## src/cpam_pkg.sv

```systemverilog
// ---------------------------------------------------------------------------
// cpam_pkg
// Shared constants, register indexes and saturation helpers for the cascaded
// PI attitude controller with X-quad motor mixer.
// ---------------------------------------------------------------------------
package cpam_pkg;

    // field and port widths
    localparam int unsigned DATA_W  = 16;
    localparam int unsigned THR_W   = 8;
    localparam int unsigned MOTOR_W = 8;
    localparam int unsigned ADDR_W  = 3;
    localparam int unsigned INTEG_W = 32;

    // default motor ceiling
    localparam int unsigned MOTOR_MAX_DEFAULT = 255;

    // configuration register indexes
    localparam logic [ADDR_W-1:0] REG_ANGLE_KP     = 3'd0;
    localparam logic [ADDR_W-1:0] REG_ANGLE_KI     = 3'd1;
    localparam logic [ADDR_W-1:0] REG_RATE_KP      = 3'd2;
    localparam logic [ADDR_W-1:0] REG_RATE_KI      = 3'd3;
    localparam logic [ADDR_W-1:0] REG_ROLL_TARGET  = 3'd4;
    localparam logic [ADDR_W-1:0] REG_PITCH_TARGET = 3'd5;
    localparam logic [ADDR_W-1:0] REG_YAW_TARGET   = 3'd6;

    // gain reset values, Q8.8
    localparam logic [DATA_W-1:0] GAIN_ONE  = 16'd256;
    localparam logic [DATA_W-1:0] GAIN_ZERO = 16'd0;

    // axis indexes
    localparam logic [1:0] AXIS_ROLL  = 2'd0;
    localparam logic [1:0] AXIS_PITCH = 2'd1;
    localparam logic [1:0] AXIS_YAW   = 2'd2;

    typedef logic signed [36:0] wide_t;

    // saturate to the signed 16-bit range
    function automatic logic signed [15:0] sat_s16(input wide_t x);
        logic signed [15:0] res;
        if (x > 37'sd32767)
        begin
            res = 16'sh7FFF;
        end
        else if (x < -37'sd32768)
        begin
            res = 16'sh8000;
        end
        else
        begin
            res = x[15:0];
        end
        return res;
    endfunction

    // saturate to the signed 32-bit range
    function automatic logic signed [31:0] sat_s32(input wide_t x);
        logic signed [31:0] res;
        if (x > 37'sd2147483647)
        begin
            res = 32'sh7FFF_FFFF;
        end
        else if (x < -37'sd2147483648)
        begin
            res = 32'sh8000_0000;
        end
        else
        begin
            res = x[31:0];
        end
        return res;
    endfunction

endpackage

```

## src/cascaded_pi_attitude_motor_mix_top.sv

```systemverilog
// ---------------------------------------------------------------------------
// cascaded_pi_attitude_motor_mix_top
// Cascaded PI attitude loops for roll, pitch and yaw on one shared multiplier,
// followed by an X-quad mixer with clamped motor outputs.
// ---------------------------------------------------------------------------
// A new tick is accepted only while the sequencer is idle, so beats do not overlap;
//   each axis takes 8 sequencer steps, six of them multiplies on the single 34x17
//   multiplier, plus a mixer and an idle step.
// A finished beat waits in the output register while the next tick is accepted.
// Reset (async, active low): gains to 1.0 / 0, targets and integrals to zero,
//   sequencer idle, no output beat pending.
module cascaded_pi_attitude_motor_mix_top #(
    parameter int unsigned MOTOR_MAX = cpam_pkg::MOTOR_MAX_DEFAULT
) (
    input  logic                                 clk,
    input  logic                                 rst_n,
    // configuration
    input  logic                                 cfg_we,
    input  logic [cpam_pkg::ADDR_W-1:0]          cfg_addr,
    input  logic [cpam_pkg::DATA_W-1:0]          cfg_wdata,
    // input channel
    input  logic                                 in_valid,
    output logic                                 in_ready,
    input  logic signed [cpam_pkg::DATA_W-1:0]   roll_angle,
    input  logic signed [cpam_pkg::DATA_W-1:0]   roll_rate,
    input  logic signed [cpam_pkg::DATA_W-1:0]   pitch_angle,
    input  logic signed [cpam_pkg::DATA_W-1:0]   pitch_rate,
    input  logic signed [cpam_pkg::DATA_W-1:0]   yaw_angle,
    input  logic signed [cpam_pkg::DATA_W-1:0]   yaw_rate,
    input  logic [cpam_pkg::THR_W-1:0]           throttle_level,
    input  logic [cpam_pkg::DATA_W-1:0]          time_step,
    // output channel
    output logic                                 out_valid,
    input  logic                                 out_ready,
    output logic [cpam_pkg::MOTOR_W-1:0]         motor_a,
    output logic [cpam_pkg::MOTOR_W-1:0]         motor_b,
    output logic [cpam_pkg::MOTOR_W-1:0]         motor_c,
    output logic [cpam_pkg::MOTOR_W-1:0]         motor_d,
    output logic signed [cpam_pkg::DATA_W-1:0]   roll_drive,
    output logic signed [cpam_pkg::DATA_W-1:0]   pitch_drive,
    output logic signed [cpam_pkg::DATA_W-1:0]   yaw_drive
);
    import cpam_pkg::*;

    // sequencer steps
    localparam logic [3:0] ST_IDLE = 4'd0;
    localparam logic [3:0] ST_AKP  = 4'd1;
    localparam logic [3:0] ST_AKI  = 4'd2;
    localparam logic [3:0] ST_ADT  = 4'd3;
    localparam logic [3:0] ST_RKP  = 4'd4;
    localparam logic [3:0] ST_RKI  = 4'd5;
    localparam logic [3:0] ST_RDT  = 4'd6;
    localparam logic [3:0] ST_RINT = 4'd7;
    localparam logic [3:0] ST_DRV  = 4'd8;
    localparam logic [3:0] ST_MIX  = 4'd9;

    localparam logic [16:0] MotorMaxW = 17'(MOTOR_MAX);

    // control state
    logic [3:0]                state_reg, state_next;
    logic [1:0]                axis_reg, axis_next;
    logic                      out_valid_reg, out_valid_next;

    // configuration registers
    logic [DATA_W-1:0]         angle_kp_reg, angle_ki_reg, rate_kp_reg, rate_ki_reg;
    logic signed [DATA_W-1:0]  target_reg [3];

    // integrator state
    logic signed [INTEG_W-1:0] ang_int_reg [3];
    logic signed [INTEG_W-1:0] ang_int_next [3];
    logic signed [INTEG_W-1:0] rate_int_reg [3];
    logic signed [INTEG_W-1:0] rate_int_next [3];

    // held input beat
    logic signed [DATA_W-1:0]  angle_in_reg [3];
    logic signed [DATA_W-1:0]  rate_in_reg [3];
    logic [THR_W-1:0]          thr_reg;
    logic [DATA_W-1:0]         dt_reg;

    // datapath registers
    logic signed [50:0]        prod_reg;
    logic signed [15:0]        desired_reg, desired_next;
    logic signed [16:0]        r_reg, r_next;
    logic signed [24:0]        p_reg, p_next;
    logic signed [15:0]        drive_reg [3];
    logic signed [15:0]        drive_next [3];
    logic [MOTOR_W-1:0]        motor_a_reg, motor_b_reg, motor_c_reg, motor_d_reg;
    logic signed [15:0]        roll_out_reg, pitch_out_reg, yaw_out_reg;

    // shared multiplier
    logic signed [33:0]        mul_a;
    logic signed [16:0]        mul_b;
    logic signed [50:0]        mul_p;

    // per-axis operands
    logic signed [15:0]        tgt_sel, ang_sel, rate_sel;
    logic signed [16:0]        e_w;
    logic signed [35:0]        inc_w;
    logic signed [36:0]        integ_sum;
    logic signed [36:0]        drive_sum;
    logic                      load_out;

    // mixer
    logic                      thr_off;
    logic signed [18:0]        thr_q7;
    logic signed [18:0]        roll_x, pitch_x, yaw_x;
    logic signed [18:0]        sum_a, sum_b, sum_c, sum_d;

    function automatic logic [MOTOR_W-1:0] mix_motor(input logic signed [18:0] s,
                                                     input logic off);
        logic [MOTOR_W-1:0] res;
        logic [16:0]        m;
        m = {5'b0, s[18:7]};
        if (off || s[18])
        begin
            res = '0;
        end
        else if (m > MotorMaxW)
        begin
            res = MotorMaxW[MOTOR_W-1:0];
        end
        else
        begin
            res = m[MOTOR_W-1:0];
        end
        return res;
    endfunction

    assign in_ready = (state_reg == ST_IDLE);
    assign load_out = (state_reg == ST_MIX) && (!out_valid_reg || out_ready);

    // axis operand selection
    assign tgt_sel  = target_reg[axis_reg];
    assign ang_sel  = angle_in_reg[axis_reg];
    assign rate_sel = rate_in_reg[axis_reg];
    assign e_w      = $signed({tgt_sel[15], tgt_sel}) - $signed({ang_sel[15], ang_sel});

    // multiplier operand mux
    always_comb
    begin
        mul_a = '0;
        mul_b = '0;
        case (state_reg)
            ST_AKP:
            begin
                mul_a = $signed({18'b0, angle_kp_reg});
                mul_b = e_w;
            end
            ST_AKI:
            begin
                mul_a = $signed({18'b0, angle_ki_reg});
                mul_b = e_w;
            end
            ST_ADT, ST_RDT:
            begin
                mul_a = prod_reg[33:0];
                mul_b = $signed({1'b0, dt_reg});
            end
            ST_RKP:
            begin
                mul_a = $signed({18'b0, rate_kp_reg});
                mul_b = r_reg;
            end
            ST_RKI:
            begin
                mul_a = $signed({18'b0, rate_ki_reg});
                mul_b = r_reg;
            end
            default:
            begin
                mul_a = '0;
                mul_b = '0;
            end
        endcase
    end

    assign mul_p = mul_a * mul_b;

    // integral increment and accumulate, shared by both integrators
    assign inc_w = prod_reg[50:15];
    always_comb
    begin
        if (state_reg == ST_RINT)
        begin
            integ_sum = $signed({{5{rate_int_reg[axis_reg][31]}}, rate_int_reg[axis_reg]})
                      + $signed({inc_w[35], inc_w});
        end
        else
        begin
            integ_sum = $signed({{5{ang_int_reg[axis_reg][31]}}, ang_int_reg[axis_reg]})
                      + $signed({inc_w[35], inc_w});
        end
    end

    // axis drive sum
    assign drive_sum = $signed({{12{p_reg[24]}}, p_reg})
                     + $signed({{14{rate_int_reg[axis_reg][31]}}, rate_int_reg[axis_reg][31:9]})
                     + $signed({{14{ang_int_reg[axis_reg][31]}}, ang_int_reg[axis_reg][31:9]});

    // X mixer sums in Q12.7
    assign thr_off = (thr_reg == '0);
    assign thr_q7  = $signed({4'b0, thr_reg, 7'b0});
    assign roll_x  = $signed({{3{drive_reg[AXIS_ROLL][15]}}, drive_reg[AXIS_ROLL]});
    assign pitch_x = $signed({{3{drive_reg[AXIS_PITCH][15]}}, drive_reg[AXIS_PITCH]});
    assign yaw_x   = $signed({{3{drive_reg[AXIS_YAW][15]}}, drive_reg[AXIS_YAW]});
    assign sum_a   = thr_q7 + yaw_x + roll_x + pitch_x;
    assign sum_b   = thr_q7 + yaw_x - roll_x + pitch_x;
    assign sum_c   = thr_q7 + yaw_x - roll_x - pitch_x;
    assign sum_d   = thr_q7 - yaw_x + roll_x - pitch_x;

    // sequencer and datapath next values
    always_comb
    begin
        state_next     = state_reg;
        axis_next      = axis_reg;
        out_valid_next = out_valid_reg;
        desired_next   = desired_reg;
        r_next         = r_reg;
        p_next         = p_reg;
        ang_int_next   = ang_int_reg;
        rate_int_next  = rate_int_reg;
        drive_next     = drive_reg;

        if (out_valid_reg && out_ready)
        begin
            out_valid_next = 1'b0;
        end

        case (state_reg)
            ST_IDLE:
            begin
                if (in_valid)
                begin
                    state_next = ST_AKP;
                    axis_next  = AXIS_ROLL;
                end
            end
            ST_AKP:
            begin
                state_next = ST_AKI;
            end
            ST_AKI:
            begin
                desired_next = sat_s16($signed({{12{prod_reg[32]}}, prod_reg[32:8]}));
                state_next   = ST_ADT;
            end
            ST_ADT:
            begin
                r_next     = $signed({desired_reg[15], desired_reg})
                           - $signed({rate_sel[15], rate_sel});
                state_next = ST_RKP;
            end
            ST_RKP:
            begin
                ang_int_next[axis_reg] = sat_s32(integ_sum);
                state_next             = ST_RKI;
            end
            ST_RKI:
            begin
                p_next     = prod_reg[32:8];
                state_next = ST_RDT;
            end
            ST_RDT:
            begin
                state_next = ST_RINT;
            end
            ST_RINT:
            begin
                rate_int_next[axis_reg] = sat_s32(integ_sum);
                state_next              = ST_DRV;
            end
            ST_DRV:
            begin
                drive_next[axis_reg] = sat_s16(drive_sum);
                if (axis_reg == AXIS_YAW)
                begin
                    state_next = ST_MIX;
                    axis_next  = AXIS_ROLL;
                end
                else
                begin
                    state_next = ST_AKP;
                    axis_next  = axis_reg + 2'd1;
                end
            end
            ST_MIX:
            begin
                if (load_out)
                begin
                    out_valid_next = 1'b1;
                    state_next     = ST_IDLE;
                end
            end
            default:
            begin
                state_next = ST_IDLE;
                axis_next  = AXIS_ROLL;
            end
        endcase
    end

    // control, configuration and integrator registers
    always_ff @(posedge clk or negedge rst_n)
    begin
        if (!rst_n)
        begin
            state_reg     <= ST_IDLE;
            axis_reg      <= AXIS_ROLL;
            out_valid_reg <= 1'b0;
            angle_kp_reg  <= GAIN_ONE;
            angle_ki_reg  <= GAIN_ZERO;
            rate_kp_reg   <= GAIN_ONE;
            rate_ki_reg   <= GAIN_ZERO;
            for (int i = 0; i < 3; i++)
            begin
                target_reg[i]   <= '0;
                ang_int_reg[i]  <= '0;
                rate_int_reg[i] <= '0;
            end
        end
        else
        begin
            state_reg     <= state_next;
            axis_reg      <= axis_next;
            out_valid_reg <= out_valid_next;
            ang_int_reg   <= ang_int_next;
            rate_int_reg  <= rate_int_next;
            if (cfg_we)
            begin
                case (cfg_addr)
                    REG_ANGLE_KP:     angle_kp_reg <= cfg_wdata;
                    REG_ANGLE_KI:     angle_ki_reg <= cfg_wdata;
                    REG_RATE_KP:      rate_kp_reg  <= cfg_wdata;
                    REG_RATE_KI:      rate_ki_reg  <= cfg_wdata;
                    REG_ROLL_TARGET:  target_reg[AXIS_ROLL]  <= cfg_wdata;
                    REG_PITCH_TARGET: target_reg[AXIS_PITCH] <= cfg_wdata;
                    REG_YAW_TARGET:   target_reg[AXIS_YAW]   <= cfg_wdata;
                    default:          ;
                endcase
            end
        end
    end

    // payload and datapath registers
    always_ff @(posedge clk)
    begin
        prod_reg    <= mul_p;
        desired_reg <= desired_next;
        r_reg       <= r_next;
        p_reg       <= p_next;
        drive_reg   <= drive_next;
        if (in_valid && in_ready)
        begin
            angle_in_reg[AXIS_ROLL]  <= roll_angle;
            angle_in_reg[AXIS_PITCH] <= pitch_angle;
            angle_in_reg[AXIS_YAW]   <= yaw_angle;
            rate_in_reg[AXIS_ROLL]   <= roll_rate;
            rate_in_reg[AXIS_PITCH]  <= pitch_rate;
            rate_in_reg[AXIS_YAW]    <= yaw_rate;
            thr_reg                  <= throttle_level;
            dt_reg                   <= time_step;
        end
        if (load_out)
        begin
            motor_a_reg   <= mix_motor(sum_a, thr_off);
            motor_b_reg   <= mix_motor(sum_b, thr_off);
            motor_c_reg   <= mix_motor(sum_c, thr_off);
            motor_d_reg   <= mix_motor(sum_d, thr_off);
            roll_out_reg  <= drive_reg[AXIS_ROLL];
            pitch_out_reg <= drive_reg[AXIS_PITCH];
            yaw_out_reg   <= drive_reg[AXIS_YAW];
        end
    end

    // output ports
    assign out_valid   = out_valid_reg;
    assign motor_a     = motor_a_reg;
    assign motor_b     = motor_b_reg;
    assign motor_c     = motor_c_reg;
    assign motor_d     = motor_d_reg;
    assign roll_drive  = roll_out_reg;
    assign pitch_drive = pitch_out_reg;
    assign yaw_drive   = yaw_out_reg;

`ifndef SYNTHESIS
    // an accepted beat starts the roll axis multiply chain
    a_accept_starts: assert property (@(posedge clk) disable iff (!rst_n)
        (in_valid && in_ready) |=> (state_reg == ST_AKP && axis_reg == AXIS_ROLL))
        else $error("accepted beat did not start the sequencer");

    // the yaw drive step always hands over to the mixer
    a_yaw_to_mix: assert property (@(posedge clk) disable iff (!rst_n)
        (state_reg == ST_DRV && axis_reg == AXIS_YAW) |=> (state_reg == ST_MIX))
        else $error("sequencer skipped the mixer step");

    // the axis counter is parked on roll whenever the sequencer is idle
    a_idle_axis: assert property (@(posedge clk) disable iff (!rst_n)
        (state_reg == ST_IDLE) |-> (axis_reg == AXIS_ROLL))
        else $error("axis counter not parked while idle");

    // zero throttle gives zero on all motors
    a_thr_off: assert property (@(posedge clk) disable iff (!rst_n)
        (load_out && thr_off) |=>
            (out_valid && motor_a == '0 && motor_b == '0 && motor_c == '0 && motor_d == '0))
        else $error("motor output nonzero at zero throttle");
`endif

endmodule

```

## config.mk

```make
export PLATFORM = sky130hd
export DESIGN_NAME = cascaded_pi_attitude_motor_mix_top
export DESIGN_NICKNAME = d
export VERILOG_FILES = /design/src/cpam_pkg.sv /design/src/cascaded_pi_attitude_motor_mix_top.sv
export SDC_FILE = /design/constraint.sdc
export NUM_CORES = 2
export LEC_CHECK = 0
export BUFFER_PORTS_ARGS = -buffer_cell sky130_fd_sc_hd__buf_2
export CORE_AREA = 2 2 306 308
export DETAILED_ROUTE_END_ITERATION = 16
export DIE_AREA = 0 0 308 310
export PLACE_DENSITY = 0.88
export SLEW_MARGIN = 5
export SYNTH_ARGS = -nofsm -noshare
export SYNTH_HDL_FRONTEND = slang
export SYNTH_SLANG_ARGS = --single-unit
```

## constraint.sdc

```tcl
create_clock -name clk -period 30.3 [get_ports clk]
set_input_delay 3.03 -clock clk [delete_from_list [all_inputs] [get_ports clk]]
set_output_delay 3.03 -clock clk [all_outputs]
set_load 0.02 [all_outputs]
```

==> Word level (Yosys, flattened, before mapping) <==
Memories as Yosys holds them, arrays and structs flattened.
Index checks and enable logic that the tools add are counted.
{ "totals": {"register_bits": 572, "mem_bits_rw": 96, "output_inout_bits": 82, "wordCells": 152, "mem_count": 2} }
{ "op_classes": {"add_sub_neg": 16, "multipliers": 1, "n_lt_le_gt_ge": 12, "n_eq_ne": 18, "mux": 43, "n_bitwise": 2, "n_reduce_logical": 26} }
{ "mem_list": {"columns": ["memory", "depth", "width", "read_ports", "rd_clocked_by_memory_dff", "write_ports", "line", "text"], "rows": [
  ["angle_in_reg", 3, 16, 1, 0, 3, "cascaded_pi_attitude_motor_mix_top.sv:75", "logic signed [DATA_W-1:0] angle_in_reg [3];"],
  ["rate_in_reg", 3, 16, 1, 0, 3, "cascaded_pi_attitude_motor_mix_top.sv:76", "logic signed [DATA_W-1:0] rate_in_reg [3];"]
]} }
{ "ops": {"columns": ["operator", "count"], "rows": [
  ["$mux W32", 9],
  ["$bwmux W96", 2],
  ["$pmux W34 S5", 1],
  ["$bmux W32 S2", 2],
  ["$mux W16", 7],
  ["$add A32 B36 Y37", 2],
  ["$demux W32 S2", 1],
  ["$mul A34 B17 Y51", 1],
  ["$pmux W17 S3", 1],
  ["$sub A16 B16 Y17", 3],
  ["$bwmux W48", 1],
  ["$gt A12 B8 Y1 const B", 4],
  ["$pmux W4 S10", 1],
  ["$add A18 B16 Y19", 2],
  ["$sub A18 B16 Y19", 2],
  ["$gt A37 B32 Y1 const B", 1],
  ["$lt A37 B32 Y1 const B", 1],
  ["$mux W37", 1],
  ["$add A17 B16 Y18", 2],
  ["$bmux W16 S2", 1],
  ["$demux W16 S2", 1],
  ["$mux W8", 4],
  ["$add A26 B23 Y27", 1],
  ["$gt A27 B16 Y1 const B", 1],
  ["33 further kinds", 66]
]} }

==> Longest topological paths before layout <==
{ "logic_depth": {"word_depth": 11, "ltp_mapped": 42, "ltp_nobuf": 38} }

==> Least setup slack after synthesis <==
OpenSTA, ideal clock, no wires.
{ "synth_timing": {"path_kind": "register to register", "from": "register axis_reg[0]", "to": "register prod_reg[48]", "setup_time_ps": 59, "arrival_time_ps": 9985, "t_required_ps": 30241, "slack_ps": 20256, "path_stages_with_launch": 41, "n_path_buf": 5, "period_less_slack_ps": 10044, "cell_sequence": "dfrtp_1 clkbuf_1 clkbuf_1 clkbuf_1 buf_1 mux2i_1 nor2_1 a21oi_1 ha_1 fa_1 nor2b_1 o21ai_0 a21boi_0 o21a_1 o211ai_1 a21o_1 nand4b_1 a41oi_1 (+5 left out) fa_1 fa_1 fa_1 fa_1 inv_1 fa_1 inv_1 ha_1 and3_1 and2_1 and3_1 a32o_1 o211ai_1 a21boi_0 o22ai_1 o21ai_0 nor4b_1 a211o_1"} }
{ "synth_via": {"elab_chain_cells": 7, "word_cells_on_any_way": 8, "classes_between": "add/sub (1); mul (1); mux (4); bitwise (1); memory (1)"} }
{ "synth_rtl": {"columns": ["element", "line", "text"], "rows": [
  ["start: declaration", "cascaded_pi_attitude_motor_mix_top.sv:61", "logic [1:0] axis_reg, axis_next;"],
  ["start signal: assignment", "cascaded_pi_attitude_motor_mix_top.sv:324", "axis_reg <= axis_next;"],
  ["$not A2 Y3 (not written as such)", "cascaded_pi_attitude_motor_mix_top.sv:133", "assign tgt_sel = target_reg[axis_reg];"],
  ["$bmux W16 S2", "cascaded_pi_attitude_motor_mix_top.sv:133", null],
  ["$mux W16 (not written as such) (2 in a row)", "cascaded_pi_attitude_motor_mix_top.sv:133", null],
  ["$sub A16 B16 Y17 (*)", "cascaded_pi_attitude_motor_mix_top.sv:136", "assign e_w = $signed({tgt_sel[15], tgt_sel}) - $signed({ang_sel[15], ang_sel});"],
  ["$pmux W17 S3 (*)", "cascaded_pi_attitude_motor_mix_top.sv:143", "case (state_reg)"],
  ["$mul A34 B17 Y51 (*)", "cascaded_pi_attitude_motor_mix_top.sv:177", "assign mul_p = mul_a * mul_b;"],
  ["net mul_p[48]", "cascaded_pi_attitude_motor_mix_top.sv:93", "logic signed [50:0] mul_p;"],
  ["end signal: assignment", "cascaded_pi_attitude_motor_mix_top.sv:347", "prod_reg <= mul_p;"],
  ["end: declaration", "cascaded_pi_attitude_motor_mix_top.sv:81", "logic signed [50:0] prod_reg;"]
]} }
The timed path passes the listed nets; every way through them passes the cells marked *. The select of a mux whose other input is x is not followed.
A chain may end at the register's enable or synchronous reset.

==> Worst setup path in the final report <==
Same ends and word-level chain as after synthesis.

==> impl_metrics.ini <==
[grt]
grt_pass1_wl_mm = 241
gr-usage-all-layers = 0.325
grt_pass1_vias = 44148
gr-total-overflow = 0
antenna_found_initial = 11
grt_max_degree = 96

[route]
dr.pass1.iters = 7
vias_per_cell = 6.23
ant_nets = 0
drtIter0Drc = 4588
wl_per_cell_um = 22.4
drc_errors = 0
via_count = 42589
wl_mm = 153

[outcome]
status = finished with violations
violations = capacitance limit, slew limit

[clocking]
clock_latency_ns = 0.64
h-tree-depth = 3
post_cts_buffers = 0
cts_tree = yes
clockBufferDepth = 3
clkTransAtPathRegs_ns = 0.06
post_cts_resized = 0
ctsHoldBuffers = 0
cts.sinks = 668
numCtsBuffers = 69
root_buffer = clkbuf_16

[timing]
setup_viol = 0
finalMaxSlewViolations = 8
hold_violations = 0
relSlewSlack = -0.0300
max_freq_ghz = 0.0891
rsz0062_at_grt = false
final.setup.tns_ns = 0
worst_pin_slew_ns = 1.54
min_period_ns = 11.22
clock_skew_ns = 0.0325
final.period_utilization = 0.370

[place]
dp_cells = 6700
place.gp.congestion = 1.01
place_area_um2 = 57100
portBuffers = 225
post-dp-hpwl_mm = 112

[floorplanning]
row_count = 112
die_y_um = 310
die_x_um = 308
initial_core_util = 0.592
ioPinCount = 226
core_area_um2 = 92500
dieArea_um2 = 95500

[synthesis]
synth-async-reset-ratio = 0.466
synth_nets = 6520
syn_area_um2 = 54700
synthFlopType = dfrtp_1
synth_seq_area_share = 0.329
yosys.area.top_type = fa_1
ys_warn_count = 0
synthTopCellsByCount = 765 x inv_1, 729 x nand2_1, 620 x fa_1
ys_ff_latch = 668
syn_area_per_cell_um2 = 10.1
synth_top_area_share = 0.227
synthTopCellsByArea = fa_1 23%, edfxtp_1 17%, dfrtp_1 14%, ha_1 7.2%, inv_1 5.2%
syn_inst = 5442
synth_most_common_cell = inv_1
ys_types = 90
synth-edff-count = 306

[setup_path]
crit_type = flip-flop to flip-flop
crit_family = adder cells
cp_max_fo = 59
cp.required_ns = 30.82
cp_common_cell = fa_1
cp.arrival_ns = 11.74
reg2reg_setup_slack_ns = 19.08
slowest_delay_ns = 0.71
cpMaxStageDelayCell = dfrtp_4
crit_buf_inv = 5
end_kind = flip-flop
start_kind = flip-flop

[final_layout]
final_cells = 6841
fin_area_um2 = 59500
area_growth_pct = 8.74
num-fill-cells = 6666
multiInputGateArea_um2 = 33200
drive_above_1_share = 0.107
fin_nets = 6652
regArea_um2 = 18000

[min_path]
hold_path_class = flip-flop to flip-flop

[flow_run]
cap_violations = 1
cell type report:
class                           instances  share of cell area
Sequential cell                       668               0.302
Inverter                              765              0.0482
Timing Repair Buffer                  281              0.0261
Clock inverter                         35             0.00664
Tap cell                             1197              0.0252
Antenna cell                           14            0.000589
Multi-Input combinational cell       3789               0.558
Clock buffer                           92              0.0328
routing by layer:
layer,up-vias,GRT usage,wire length (um)
met5,-,0,0
met4,0,0.179,9130
li1,18276,-,-
met2,2681,0.531,72300
met3,693,0.0821,17500
met1,20939,0.398,54300
layout by cell type (no fill, tap or decap), types with 28 or more instances in the layout:
| cell | instances |
|---|---|
| inv_1 | 765 |
| nand2_1 | 723 |
| fa_1 | 620 |
| nor2_1 | 374 |
| o21ai_0 | 357 |
| ha_1 | 314 |
| dfrtp_1 | 307 |
| edfxtp_1 | 306 |
| buf_2 | 224 |
| a21oi_1 | 216 |
| mux2_2 | 134 |
| mux2i_1 | 113 |
| xnor2_1 | 108 |
| a21o_1 | 95 |
| clkbuf_16 | 74 |
| buf_4 | 56 |
| xor2_1 | 54 |
| dfxtp_1 | 51 |
| and2_1 | 49 |
| nor3_1 | 48 |
| a22oi_1 | 45 |
| o21a_1 | 42 |
| a211oi_1 | 33 |
| nand3_1 | 31 |
| nand2b_1 | 30 |
| nor2b_1 | 28 |
path summary, 6_finish.rpt:
path,startpoint,endpoint,cells past startpoint
hold reg to reg,ang_int_reg[91]$_DFFE_PN0P_,ang_int_reg[91]$_DFFE_PN0P_,2
setup / recovery,axis_reg[0]$_DFFE_PN0P_,prod_reg[48]$_DFF_P_,35
setup reg to reg,axis_reg[0]$_DFFE_PN0P_,prod_reg[48]$_DFF_P_,35
hold / removal,ang_int_reg[91]$_DFFE_PN0P_,ang_int_reg[91]$_DFFE_PN0P_,2
max in group asynchronous,rst_n,rate_int_reg[54]$_DFFE_PN0P_,4
min in group asynchronous,rst_n,rate_ki_reg[10]$_DFFE_PN0P_,1
worst reg2reg max path: cells and delay by family, from the launching register on:
family,cells,cell delay (ns)
simple gates,8,1.72
fa+ha+maj,8,3.67
buf+inv,5,1.64
compound gates,14,3.38
flops,1,0.71
logic make-up (layout without fill, tap and decap cells):
group,Yosys count,after routing,share of synthesized area
DFF,668,668,0.329
AOI/OAI and AO/OA,1019,1019,0.117
and+or+nand+nor,1422,1422,0.112
other,0,14,0
muxes,252,252,0.0503
buffers and inverters,985,1173,0.0683
adders and majority gates,934,934,0.299
xor gates and xnor gates,162,162,0.0259
stage by stage:
step / utilization / worst slack [ns] / hold WS [ns]
finish: 0.644 / 19.08 / 0.472
global route: 0.643 / 18.49 / 0.499
CTS: 0.643 / 19.31 / 0.479
detailed placement: 0.618 / 19.35 / 0.464
global placement: 0.618 / 19.62 / 0.457
floorplan: - / 20.26 / 0.445
Power is not shown: default switching activity piles up to over one toggle a cycle in this logic, so the estimate is an artifact.
